===== config.mk =====
export PLATFORM = sky130hd
export DESIGN_NAME = phase_jitter_monitor_top
export DESIGN_NICKNAME = d
export VERILOG_FILES = /design/src/design/pjm_pkg.sv /design/src/design/phase_jitter_monitor_top.sv /design/src/design/pjm_cfg.sv /design/src/design/pjm_div.sv /design/src/design/pjm_core.sv
export VERILOG_INCLUDE_DIRS = /design/src /design/src/design
export SDC_FILE = /design/constraint.sdc
export NUM_CORES = 2
export LEC_CHECK = 0
export BUFFER_PORTS_ARGS = -buffer_cell sky130_fd_sc_hd__buf_4
export CAP_MARGIN = 40
export CORE_MARGIN = 5
export CORE_UTILIZATION = 34
export DETAILED_ROUTE_END_ITERATION = 8
export GPL_ROUTABILITY_DRIVEN = 0
export PLACE_DENSITY = 0.61
export SLEW_MARGIN = 20
export SYNTH_ARGS = -nofsm -noshare
export SYNTH_HDL_FRONTEND = slang
export SYNTH_HIERARCHICAL = 1
export SYNTH_SLANG_ARGS = --single-unit

===== constraint.sdc =====
create_clock -name clk -period 12.75 [get_ports clk]
set_input_delay 2.55 -clock clk [delete_from_list [all_inputs] [get_ports clk]]
set_output_delay 2.55 -clock clk [all_outputs]
set_load 0.01 [all_outputs]

===== src/design/phase_jitter_monitor_top_defines.svh =====
// Assertion macros shared by the phase jitter monitor RTL.
// Users must provide signals named clk and rst in the including scope.
`ifndef PHASE_JITTER_MONITOR_TOP_DEFINES_SVH
`define PHASE_JITTER_MONITOR_TOP_DEFINES_SVH

// Condition that must hold at every clock edge outside reset.
`define PJM_ASSERT_ALWAYS(label, cond, msg) \
  label: assert property (@(posedge clk) disable iff (rst) (cond)) else $error(msg);

// Condition that must hold whenever the trigger is true.
`define PJM_ASSERT_IMPLY(label, trig, cond, msg) \
  label: assert property (@(posedge clk) disable iff (rst) (trig) |-> (cond)) else $error(msg);

`endif


===== src/design/pjm_pkg.sv =====
// Shared types and constants for the phase jitter monitor.
// No dependencies; imported by every module of the block.
package pjm_pkg;

  localparam int TIME_WIDTH_DEF = 64;
  localparam int TS_W           = 64;
  localparam int ERR_W          = 32;
  localparam int DIV_W          = 64;
  localparam int DIV_STEPS      = DIV_W;
  localparam int DIV_CNT_W      = $clog2(DIV_STEPS + 1);
  localparam int CFG_ADDR_W     = 4;
  localparam int CFG_DATA_W     = 32;

  localparam logic [15:0]      WARMUP_RST = 16'd1000;
  localparam logic [ERR_W-1:0] PERIOD_RST = 32'd10000000;
  localparam logic [ERR_W-1:0] LIMIT_RST  = 32'd2452;
  localparam logic [7:0]       STREAK_RST = 8'd3;
  localparam logic [ERR_W-1:0] ALL_ONES   = '1;
  localparam logic [7:0]       STREAK_MAX = 8'hFF;

  typedef enum logic [1:0] {
    REG_WARMUP = 2'd0,
    REG_PERIOD = 2'd1,
    REG_LIMIT  = 2'd2,
    REG_STREAK = 2'd3
  } reg_idx_t;

  typedef enum logic [1:0] {
    ST_COHERENT = 2'd0,
    ST_WARNING  = 2'd1,
    ST_ROLLBACK = 2'd2
  } status_t;

  typedef enum logic [2:0] {
    S_IDLE,
    S_MOD,
    S_MUL,
    S_MSTART,
    S_MEAN,
    S_DONE
  } seq_state_t;

  typedef struct packed {
    logic [15:0]      warmup_ticks;
    logic [ERR_W-1:0] phase_period_ns;
    logic [ERR_W-1:0] error_limit_ns;
    logic [7:0]       anomaly_streak_limit;
  } cfg_t;

  typedef struct packed {
    status_t          status;
    logic             warming_up;
    logic [ERR_W-1:0] last_error_ns;
    logic [ERR_W-1:0] min_error_ns;
    logic [ERR_W-1:0] max_error_ns;
    logic [ERR_W-1:0] mean_error_ns;
    logic [ERR_W-1:0] samples_seen;
    logic [ERR_W-1:0] anomalies_seen;
    logic [ERR_W-1:0] rollbacks_seen;
  } result_t;

endpackage


===== src/design/phase_jitter_monitor_top.sv =====
// Top level of the phase jitter monitor: stream ports, APB register port.
// Depends on pjm_pkg, pjm_cfg, pjm_div and pjm_core.

// One timestamp is taken per transfer and one result transfer is produced for it.
// A warmup tick or a reference latch goes from acceptance straight to the done
// state. A checked tick runs the shared one-bit-per-cycle 64-step divider once for
// the phase modulo and once for the running mean, with a registered 32x32 multiply
// in between. The first checked sample needs no mean division. A result that cannot
// leave because the output register is still full holds the sequencer until it can.
// A new timestamp is accepted whenever the sequencer is idle, even while the
// previous result still waits in the output register. The phase error is taken over
// the low TIME_WIDTH bits of the timestamp.
module phase_jitter_monitor_top import pjm_pkg::*; #(
  parameter int TIME_WIDTH = TIME_WIDTH_DEF
) (
  input  logic                  clk,
  input  logic                  rst,
  input  logic                  psel,
  input  logic                  penable,
  input  logic                  pwrite,
  input  logic [CFG_ADDR_W-1:0] paddr,
  input  logic [CFG_DATA_W-1:0] pwdata,
  output logic [CFG_DATA_W-1:0] prdata,
  output logic                  pready,
  input  logic                  s_tvalid,
  output logic                  s_tready,
  input  logic [TS_W-1:0]       s_tdata,   // [63:0] timestamp_ns
  output logic                  m_tvalid,
  input  logic                  m_tready,
  // [31:0] last_error_ns, [63:32] min_error_ns, [95:64] max_error_ns,
  // [127:96] mean_error_ns, [159:128] samples_seen, [191:160] anomalies_seen,
  // [223:192] rollbacks_seen
  output logic [7*ERR_W-1:0]    m_tdata,
  output logic [2:0]            m_tuser    // [1:0] status, [2] warming_up
);

  cfg_t             cfg;
  result_t          res;
  logic             div_start;
  logic [DIV_W-1:0] div_dividend;
  logic [ERR_W-1:0] div_divisor;
  logic             div_busy;
  logic             div_done;
  logic [DIV_W-1:0] div_quotient;
  logic [ERR_W-1:0] div_remainder;

  pjm_cfg u_cfg (
    .clk     (clk),
    .rst     (rst),
    .psel    (psel),
    .penable (penable),
    .pwrite  (pwrite),
    .paddr   (paddr),
    .pwdata  (pwdata),
    .prdata  (prdata),
    .pready  (pready),
    .cfg     (cfg)
  );

  pjm_div u_div (
    .clk       (clk),
    .rst       (rst),
    .start     (div_start),
    .dividend  (div_dividend),
    .divisor   (div_divisor),
    .busy      (div_busy),
    .done      (div_done),
    .quotient  (div_quotient),
    .remainder (div_remainder)
  );

  pjm_core #(
    .TIME_WIDTH (TIME_WIDTH)
  ) u_core (
    .clk           (clk),
    .rst           (rst),
    .cfg           (cfg),
    .in_valid      (s_tvalid),
    .in_ready      (s_tready),
    .in_time       (s_tdata[TIME_WIDTH-1:0]),
    .out_valid     (m_tvalid),
    .out_ready     (m_tready),
    .out_res       (res),
    .div_start     (div_start),
    .div_dividend  (div_dividend),
    .div_divisor   (div_divisor),
    .div_busy      (div_busy),
    .div_done      (div_done),
    .div_quotient  (div_quotient),
    .div_remainder (div_remainder)
  );

  assign m_tdata = {res.rollbacks_seen, res.anomalies_seen, res.samples_seen,
                    res.mean_error_ns, res.max_error_ns, res.min_error_ns,
                    res.last_error_ns};
  assign m_tuser = {res.warming_up, res.status};

endmodule


===== src/design/pjm_cfg.sv =====
// Configuration register file with an APB-style access port.
// Depends on pjm_pkg for the register map and the cfg_t bundle.
module pjm_cfg import pjm_pkg::*; (
  input  logic                  clk,
  input  logic                  rst,
  input  logic                  psel,
  input  logic                  penable,
  input  logic                  pwrite,
  input  logic [CFG_ADDR_W-1:0] paddr,
  input  logic [CFG_DATA_W-1:0] pwdata,
  output logic [CFG_DATA_W-1:0] prdata,
  output logic                  pready,
  output cfg_t                  cfg
);

  reg_idx_t idx;

  assign idx    = reg_idx_t'(paddr[3:2]);
  assign pready = 1'b1;

  always_ff @(posedge clk) begin
    if (rst) begin
      cfg.warmup_ticks         <= WARMUP_RST;
      cfg.phase_period_ns      <= PERIOD_RST;
      cfg.error_limit_ns       <= LIMIT_RST;
      cfg.anomaly_streak_limit <= STREAK_RST;
    end else if (psel && penable && pwrite && pready) begin
      unique case (idx)
        REG_WARMUP: cfg.warmup_ticks         <= pwdata[15:0];
        REG_PERIOD: cfg.phase_period_ns      <= pwdata;
        REG_LIMIT:  cfg.error_limit_ns       <= pwdata;
        REG_STREAK: cfg.anomaly_streak_limit <= pwdata[7:0];
        default: ;
      endcase
    end
  end

  always_comb begin
    unique case (idx)
      REG_WARMUP: prdata = {16'b0, cfg.warmup_ticks};
      REG_PERIOD: prdata = cfg.phase_period_ns;
      REG_LIMIT:  prdata = cfg.error_limit_ns;
      REG_STREAK: prdata = {24'b0, cfg.anomaly_streak_limit};
      default:    prdata = '0;
    endcase
  end

endmodule


===== src/design/pjm_div.sv =====
// Shared restoring divider: 64-bit dividend by 32-bit divisor, one bit per cycle.
// Depends on pjm_pkg for widths; used for both the phase modulo and the mean.
module pjm_div import pjm_pkg::*; (
  input  logic             clk,
  input  logic             rst,
  input  logic             start,
  input  logic [DIV_W-1:0] dividend,
  input  logic [ERR_W-1:0] divisor,
  output logic             busy,
  output logic             done,
  output logic [DIV_W-1:0] quotient,
  output logic [ERR_W-1:0] remainder
);

  logic [DIV_CNT_W-1:0] cnt;
  logic [ERR_W-1:0]     dvs;
  logic [ERR_W:0]       trial;
  logic [ERR_W:0]       diff;
  logic                 ge;

  assign trial = {remainder, quotient[DIV_W-1]};
  assign diff  = trial - {1'b0, dvs};
  assign ge    = (trial >= {1'b0, dvs});

  always_ff @(posedge clk) begin
    if (rst) begin
      busy <= 1'b0;
      done <= 1'b0;
      cnt  <= '0;
    end else begin
      done <= 1'b0;
      if (start) begin
        busy <= 1'b1;
        cnt  <= DIV_CNT_W'(DIV_STEPS);
      end else if (busy) begin
        cnt <= cnt - 1'b1;
        if (cnt == DIV_CNT_W'(1)) begin
          busy <= 1'b0;
          done <= 1'b1;
        end
      end
    end
  end

  always_ff @(posedge clk) begin
    if (start) begin
      quotient  <= dividend;
      remainder <= '0;
      dvs       <= divisor;
    end else if (busy) begin
      quotient  <= {quotient[DIV_W-2:0], ge};
      remainder <= ge ? diff[ERR_W-1:0] : trial[ERR_W-1:0];
    end
  end

endmodule


===== src/design/pjm_core.sv =====
// Sequencer and statistics state of the phase jitter monitor.
// Depends on pjm_pkg and drives the shared divider pjm_div; holds the result register.
`include "phase_jitter_monitor_top_defines.svh"

module pjm_core import pjm_pkg::*; #(
  parameter int TIME_WIDTH = TIME_WIDTH_DEF
) (
  input  logic                  clk,
  input  logic                  rst,
  input  cfg_t                  cfg,
  input  logic                  in_valid,
  output logic                  in_ready,
  input  logic [TIME_WIDTH-1:0] in_time,
  output logic                  out_valid,
  input  logic                  out_ready,
  output result_t               out_res,
  output logic                  div_start,
  output logic [DIV_W-1:0]      div_dividend,
  output logic [ERR_W-1:0]      div_divisor,
  input  logic                  div_busy,
  input  logic                  div_done,
  input  logic [DIV_W-1:0]      div_quotient,
  input  logic [ERR_W-1:0]      div_remainder
);

  seq_state_t state, state_next;

  logic [TIME_WIDTH-1:0] now_time;
  logic [TIME_WIDTH-1:0] ref_time;
  logic [TIME_WIDTH-1:0] elapsed;
  logic [15:0]           warm_cnt;
  logic [ERR_W-1:0]      samples;
  logic [ERR_W-1:0]      last_err;
  logic [ERR_W-1:0]      min_err;
  logic [ERR_W-1:0]      max_err;
  logic [ERR_W-1:0]      mean_err;
  logic [7:0]            streak;
  logic [ERR_W-1:0]      anom_total;
  logic [ERR_W-1:0]      roll_total;
  status_t               status_r;
  logic                  warming_r;
  logic [ERR_W-1:0]      err_r;
  logic [ERR_W-1:0]      n_r;
  logic [DIV_W-1:0]      prod;

  logic [ERR_W-1:0] err_mod;
  logic [ERR_W-1:0] n_next;
  logic [7:0]       streak_inc;
  logic             anomaly;
  logic             fire;
  logic             in_warmup;
  logic             out_load;

  assign elapsed    = in_time - ref_time;
  assign in_warmup  = (warm_cnt < cfg.warmup_ticks);
  assign err_mod    = (cfg.phase_period_ns == '0) ? '0 : div_remainder;
  assign n_next     = (samples == ALL_ONES) ? samples : samples + 1'b1;
  assign streak_inc = (streak == STREAK_MAX) ? streak : streak + 1'b1;
  assign anomaly    = (err_mod > cfg.error_limit_ns);
  assign fire       = (streak_inc >= cfg.anomaly_streak_limit);
  assign in_ready   = (state == S_IDLE);
  assign out_load   = (state == S_DONE) && (!out_valid || out_ready);

  always_ff @(posedge clk) begin
    if (rst) begin
      state <= S_IDLE;
    end else begin
      state <= state_next;
    end
  end

  always_comb begin
    state_next   = state;
    div_start    = 1'b0;
    div_dividend = DIV_W'(elapsed);
    div_divisor  = cfg.phase_period_ns;
    unique case (state)
      S_IDLE: begin
        if (in_valid) begin
          if (in_warmup || ref_time == '0) begin
            state_next = S_DONE;
          end else begin
            div_start  = 1'b1;
            state_next = S_MOD;
          end
        end
      end
      S_MOD: begin
        if (div_done) begin
          state_next = (n_next > ERR_W'(1)) ? S_MUL : S_DONE;
        end
      end
      S_MUL: begin
        state_next = S_MSTART;
      end
      S_MSTART: begin
        // Numerator mean*(n-1)+err stays below 2^64 since both terms are 32-bit.
        div_start    = 1'b1;
        div_dividend = prod + DIV_W'(err_r);
        div_divisor  = n_r;
        state_next   = S_MEAN;
      end
      S_MEAN: begin
        if (div_done) begin
          state_next = S_DONE;
        end
      end
      S_DONE: begin
        if (!out_valid || out_ready) begin
          state_next = S_IDLE;
        end
      end
      default: state_next = S_IDLE;
    endcase
  end

  always_ff @(posedge clk) begin
    if (rst) begin
      ref_time   <= '0;
      warm_cnt   <= '0;
      samples    <= '0;
      last_err   <= '0;
      min_err    <= ALL_ONES;
      max_err    <= '0;
      mean_err   <= '0;
      streak     <= '0;
      anom_total <= '0;
      roll_total <= '0;
    end else begin
      unique case (state)
        S_IDLE: begin
          if (in_valid) begin
            if (in_warmup) begin
              warm_cnt <= warm_cnt + 1'b1;
            end
            if (ref_time == '0) begin
              ref_time <= in_time;
            end
          end
        end
        S_MOD: begin
          if (div_done) begin
            samples  <= n_next;
            last_err <= err_mod;
            if (err_mod < min_err) begin
              min_err <= err_mod;
            end
            if (err_mod > max_err) begin
              max_err <= err_mod;
            end
            if (n_next <= ERR_W'(1)) begin
              mean_err <= err_mod;
            end
            if (anomaly) begin
              anom_total <= (anom_total == ALL_ONES) ? anom_total : anom_total + 1'b1;
              if (fire) begin
                roll_total <= (roll_total == ALL_ONES) ? roll_total : roll_total + 1'b1;
                streak     <= '0;
                ref_time   <= now_time;
              end else begin
                streak <= streak_inc;
              end
            end else begin
              // Snap the reference onto the measured phase grid.
              ref_time <= now_time - TIME_WIDTH'(err_mod);
              streak   <= '0;
            end
          end
        end
        S_MEAN: begin
          if (div_done) begin
            mean_err <= div_quotient[ERR_W-1:0];
          end
        end
        default: ;
      endcase
    end
  end

  always_ff @(posedge clk) begin
    if (state == S_IDLE && in_valid) begin
      now_time  <= in_time;
      warming_r <= in_warmup;
      status_r  <= ST_COHERENT;
    end
    if (state == S_MOD && div_done) begin
      err_r <= err_mod;
      n_r   <= n_next;
      if (anomaly) begin
        status_r <= fire ? ST_ROLLBACK : ST_WARNING;
      end
    end
    if (state == S_MUL) begin
      prod <= DIV_W'(mean_err) * DIV_W'(n_r - 1'b1);
    end
  end

  always_ff @(posedge clk) begin
    if (rst) begin
      out_valid <= 1'b0;
    end else if (out_load) begin
      out_valid <= 1'b1;
    end else if (out_ready) begin
      out_valid <= 1'b0;
    end
  end

  always_ff @(posedge clk) begin
    if (out_load) begin
      out_res.status         <= status_r;
      out_res.warming_up     <= warming_r;
      out_res.last_error_ns  <= last_err;
      out_res.min_error_ns   <= min_err;
      out_res.max_error_ns   <= max_err;
      out_res.mean_error_ns  <= mean_err;
      out_res.samples_seen   <= samples;
      out_res.anomalies_seen <= anom_total;
      out_res.rollbacks_seen <= roll_total;
    end
  end

  `PJM_ASSERT_IMPLY(a_div_start_free, div_start, !div_busy, "divider started while busy")
  `PJM_ASSERT_IMPLY(a_min_le_max, samples != '0, min_err <= max_err, "min error above max error")
  `PJM_ASSERT_IMPLY(a_mean_in_range, samples != '0 && state != S_MEAN,
                    mean_err >= min_err && mean_err <= max_err, "mean outside min/max")

endmodule

Word-level counts from Yosys, hierarchy flattened
Index checks and enable logic that the tools add are counted.
- register bits: 963
- input bits: 107
- $lt $le $gt $ge: 8
- bitwise operators: 3
- eq/ne operators: 20
- reduce and logical (&&, ||, !) cells: 31
- muxes and demuxes: 43
- add/subtract/negate cells: 11
- multipliers: 1
- operator list (cell ; count):
    $mux 64 ; 8
    $mux 32 ; 7
    $pmux 32 s4 ; 1
    $pmux 64 s2 ; 1
    $add 32x1->32 const B ; 3
    $eq 32x32->1 const B ; 3
    $add 64x32->64 ; 1
    $gt 32x32->1 ; 2
    $logic_not 64->1 ; 1
    $mul 32x64->64 ; 1
    $pmux 32 s2 ; 1
    $sub 64x32->64 ; 1
    $sub 64x64->64 ; 1
    $ge 33x32->1 ; 1
    $sub 32x1->33 const B ; 1
    $gt 32x1->1 const B ; 1
    $le 32x1->1 const B ; 1
    $logic_not 32->1 ; 1
    $lt 32x32->1 ; 1
    $sub 32x32->32 ; 1
    $mux 8 ; 3
    $mux 3 ; 6
    $pmux 3 s6 ; 1
    $add 16x1->16 const B ; 1
    other kinds (31) ; 68

Logic depth before layout (Yosys ltp)
- depth after elaboration: 7
- depth in mapped cells: 38

By module
Netlist, hierarchy kept.
- modules (own cells, without submodules) (module ; area each (um^2) ; instances ; cells an instance):
    pjm_core ; 74094.8 ; 1 ; 8100
    pjm_div ; 7409.6 ; 1 ; 667
    pjm_cfg ; 4131.5 ; 1 ; 401

Worst setup path after synthesis
No wires, ideal clock.
- path type: input to register
- start point: input port m_tready
- end point: register u_core/out_res[0] (netlist bit) (enable)
- stages on the path: 3
- setup time: 818 ps
- arrival: 12157 ps
- path slack: -225 ps
- path through: nand2b_1 > nand2_1 > nor2_1
- word-level cells in the longest chain between the ends: 2
- RTL lines (element ; RTL line ; source):
    start: declaration ; phase_jitter_monitor_top.sv:29 ; input logic m_tready,
    $logic_or 1x1->1 ; pjm_core.sv:62 ; assign out_load = (state == S_DONE) && (!out_valid || out_ready);
    $logic_and 1x1->1 ; pjm_core.sv:62 ;
    net u_core.out_load ; pjm_core.sv:52 ; logic out_load;
    end: declaration ; pjm_core.sv:16 ; output result_t out_res,
The timed path passes the listed nets, and every way through them passes these cells.
A chain may end at the register's enable or synchronous reset.

Final worst setup path
- start point: register u_core.n_r[0]
- end point: register u_core.prod[62], data pin
- word-level cells in the longest chain between the ends: 2
- RTL lines (element ; RTL line ; source):
    start: declaration ; pjm_core.sv:43 ; logic [ERR_W-1:0] n_r;
    start signal: assignment ; pjm_core.sv:188 ; n_r <= n_next;
    $sub 32x1->33 ; pjm_core.sv:194 ; prod <= DIV_W'(mean_err) * DIV_W'(n_r - 1'b1);
    $mul 32x64->64 ; pjm_core.sv:194 ;
    end signal: assignment ; pjm_core.sv:194 ;
    end: declaration ; pjm_core.sv:44 ; logic [DIV_W-1:0] prod;
No other way between the ends.

==> metrics.yaml <==
crit_path_max_incr_delay_ps: 1170
post-route-min-period_ps: 11570
insertion_delay_ps: 790
r2r_start: "u_core/n_r[0]"
initial_core_util_pct: 34.1
worstReg2RegEnd: "u_core/prod[62]"
crit_path_top_delay_cell: "or4_2"
min_path_type: "reg -> reg"
n_fill_cell: 24800
outcome: "finished, final reports clean"
antenna_found_initial: 6
rsz0062_at_grt: "no"
totalWireLength_microns: 265000
die_height_microns: 512
finalSetupTns_ps: 0
power.density_nw_per_um2: 113
critPathLaunchType: "flop"
dp_hpwl_microns: 204000
whs_endpoint: "u_core/out_res[216]"
ys.flop_type: "edfxtp_1"
clockRootBuffer: "clkbuf_16"
final_nets: 10900
grt_pass1_wl_microns: 407000
hold_viol_final: 0
clockBufferDepth: 3
post_cts_resized: 0
finalSetupViolations: 0
synth_top_area_share_pct: 21.8
vias: 66600
synth_top_cell_by_area: "fa_1"
end_kind: "flop"
required_ps: 13210
h-tree-depth: 3
post_cts_buffers: 0
vdd_drop_max_uv: 122
gr-total-overflow: 0
synth_nets: 10800
holdBufCountCts: 0
io_pins: 369
antenna_left: 0
min_from: "u_core/last_err[24]"
syn_inst: 9168
ys_ff_latch: 963
drtPass1Iterations: 6
clock-sinks: 963
max_freq_mhz: 86.4
critical_path_arrival_ps: 12030
hold_ws_ps: 413
synth_edf_count: 516
ys_warn_count: 6
drv_slew: 0
path_max_fanout: 33
io_buffer_count: 365
fp.dieW_microns: 512
area.growth.synth_to_final_pct: 11.9
rows: 184
skew_ps: 106
stdcell_area_sq_um: 95900
startpoint: "u_core/n_r[0]"
coreArea_sq_um: 251000
grt_max_degree: 126
worstMarginPinSlew_ps: 878
ff2ff_setup_slack_ps: 1180
leakagePower_nw: 41.8
place_area_sq_um: 92000
multiInputGateArea_sq_um: 54800
synthTopCellsByArea: "fa_1 (22%), edfxtp_1 (18%), dfxtp_1 (10%), ha_1 (8.4%), inv_1 (5.6%)"
yosysSeqAreaShare_pct: 28.5
cts_buffers: 104
ff2ff_path_depth: 31
path_clk_slew_ps: 80
wire_per_inst_microns: 20.8
fp.dieArea_sq_um: 262000
grt_usage_pct: 19.7
maxCapViolations: 0
period_share_pct: 90.7
drcViolationCount: 0
post_route_cells_drive_above_1_share_pct: 9.30
avgSynthCellArea_sq_um: 9.34
via_per_inst: 5.23
async_reset_ff_share_pct: 0
synth_area_sq_um: 85600
first_iter_violations: 6576
maxSlewHeadroom_pct: 40.8
grt_pass1_vias: 67400
crit_type: "reg -> reg"
yosysMostFrequentCell: "inv_1"
utilization_pct: 38.2
crit_path_frequent_cell: "fa_1"
seqCellArea_sq_um: 24400
synth_common_cells: "inv_1 (1268), nand2_1 (1183), fa_1 (932)"
cts_tree: "done"
min_path_cells: 0
synth_cell_types: 102
how the worst max path moves through the flow:
stage | to | cells after the start
after floorplan | u_div/quotient[0] | 6
after global placement | u_core/prod[62] | 31
after detailed placement | u_core/prod[62] | 31
after CTS | u_core/prod[62] | 31
after global routing | u_core/prod[62] | 31
final | u_core/prod[62] | 31
critical path: cells and delay by family (launching register included):
family          cells  cell delay (ps)
compound gates      5             1360
buf+inv             5              550
flops               1              420
fa+ha+maj          10             4590
xor+xnor            1              100
simple gates       10             4180
stage by stage:
stage | std cells | setup slack [ps] | total power [mW]
6_report | 12700 | 1180 | 10.8
5_1_grt | 12700 | 702 | 11.3
4_1_cts | 12700 | 1180 | 10.8
3_5_place_dp | 12500 | 1280 | 7.59
3_3_place_gp | 12500 | 1390 | 7.50
2_1_floorplan | 9168 | 2530 | 6.31
state kept, by name, indices dropped and copies added (netlist names), 2 cells and up:
register / count
u_core/out_res: 227
u_core/samples: 32
u_div/quotient: 64
u_div/cnt: 7
u_core/anom_total: 32
u_core/last_err: 32
u_core/now_time: 64
u_cfg/cfg: 88
u_core/err_r: 32
u_core/warm_cnt: 16
u_div/dvs: 32
u_core/max_err: 32
u_core/mean_err: 32
u_div/remainder: 32
u_core/streak: 8
u_core/n_r: 32
u_core/prod: 64
u_core/state: 3
u_core/roll_total: 32
u_core/ref_time: 64
u_core/status_r: 2
u_core/min_err: 32
layout by cell type (no fill, tap or decap), types with 225 or more instances in the layout:
cell type  instances
ha_1             574
edfxtp_1         516
inv_1           1265
buf_4            476
nand2_1         1181
and2_1           297
a21oi_1          469
xnor2_1          230
nor2_1           605
dfxtp_1          447
fa_1             932
o21ai_0          225
logic make-up after synthesis:
logic type / share of synthesized area (%)
flip-flops: 28.5
XOR/XNOR: 4.07
buffers and inverters: 7.89
AND/OR/NAND/NOR: 16.2
other: 0.00438
AO/OA/AOI/OAI: 10.1
multiplexers: 3.03
adder cells (fa/ha/maj): 30.2
routing by layer:
metal	routed length, microns	share of wire, %	global-route usage (%)	vias up
met4	9370	3.5	6.95	0
met3	22200	8.4	3.32	376
li1	-	-	-	30300
met5	0	0	0	-
met1	119000	45	28.5	33100
met2	115000	43	29.8	2801
area by class of cell:
| class | instances | area share, % |
|---|---|---|
| well taps | 3348 | 4.37 |
| flip-flops and latches | 963 | 25.5 |
| inverters | 1268 | 4.97 |
| clock inverters | 62 | 0.782 |
| repair buffers | 505 | 4.25 |
| multi-input cells | 6456 | 57.1 |
| diodes | 8 | 0.0209 |
| clock buffers | 136 | 2.97 |
where the power goes:
group          leakage, nW  total, mW  internal (mW)  switching [mW]
clock network         1.73       3.15           1.77            1.38
logic                 31.8       3.93           1.37            2.56
registers             8.28       3.73           3.53           0.200
total                 41.8       10.8           6.66            4.15
No activity file was read; power rests on OpenSTA's default activity.
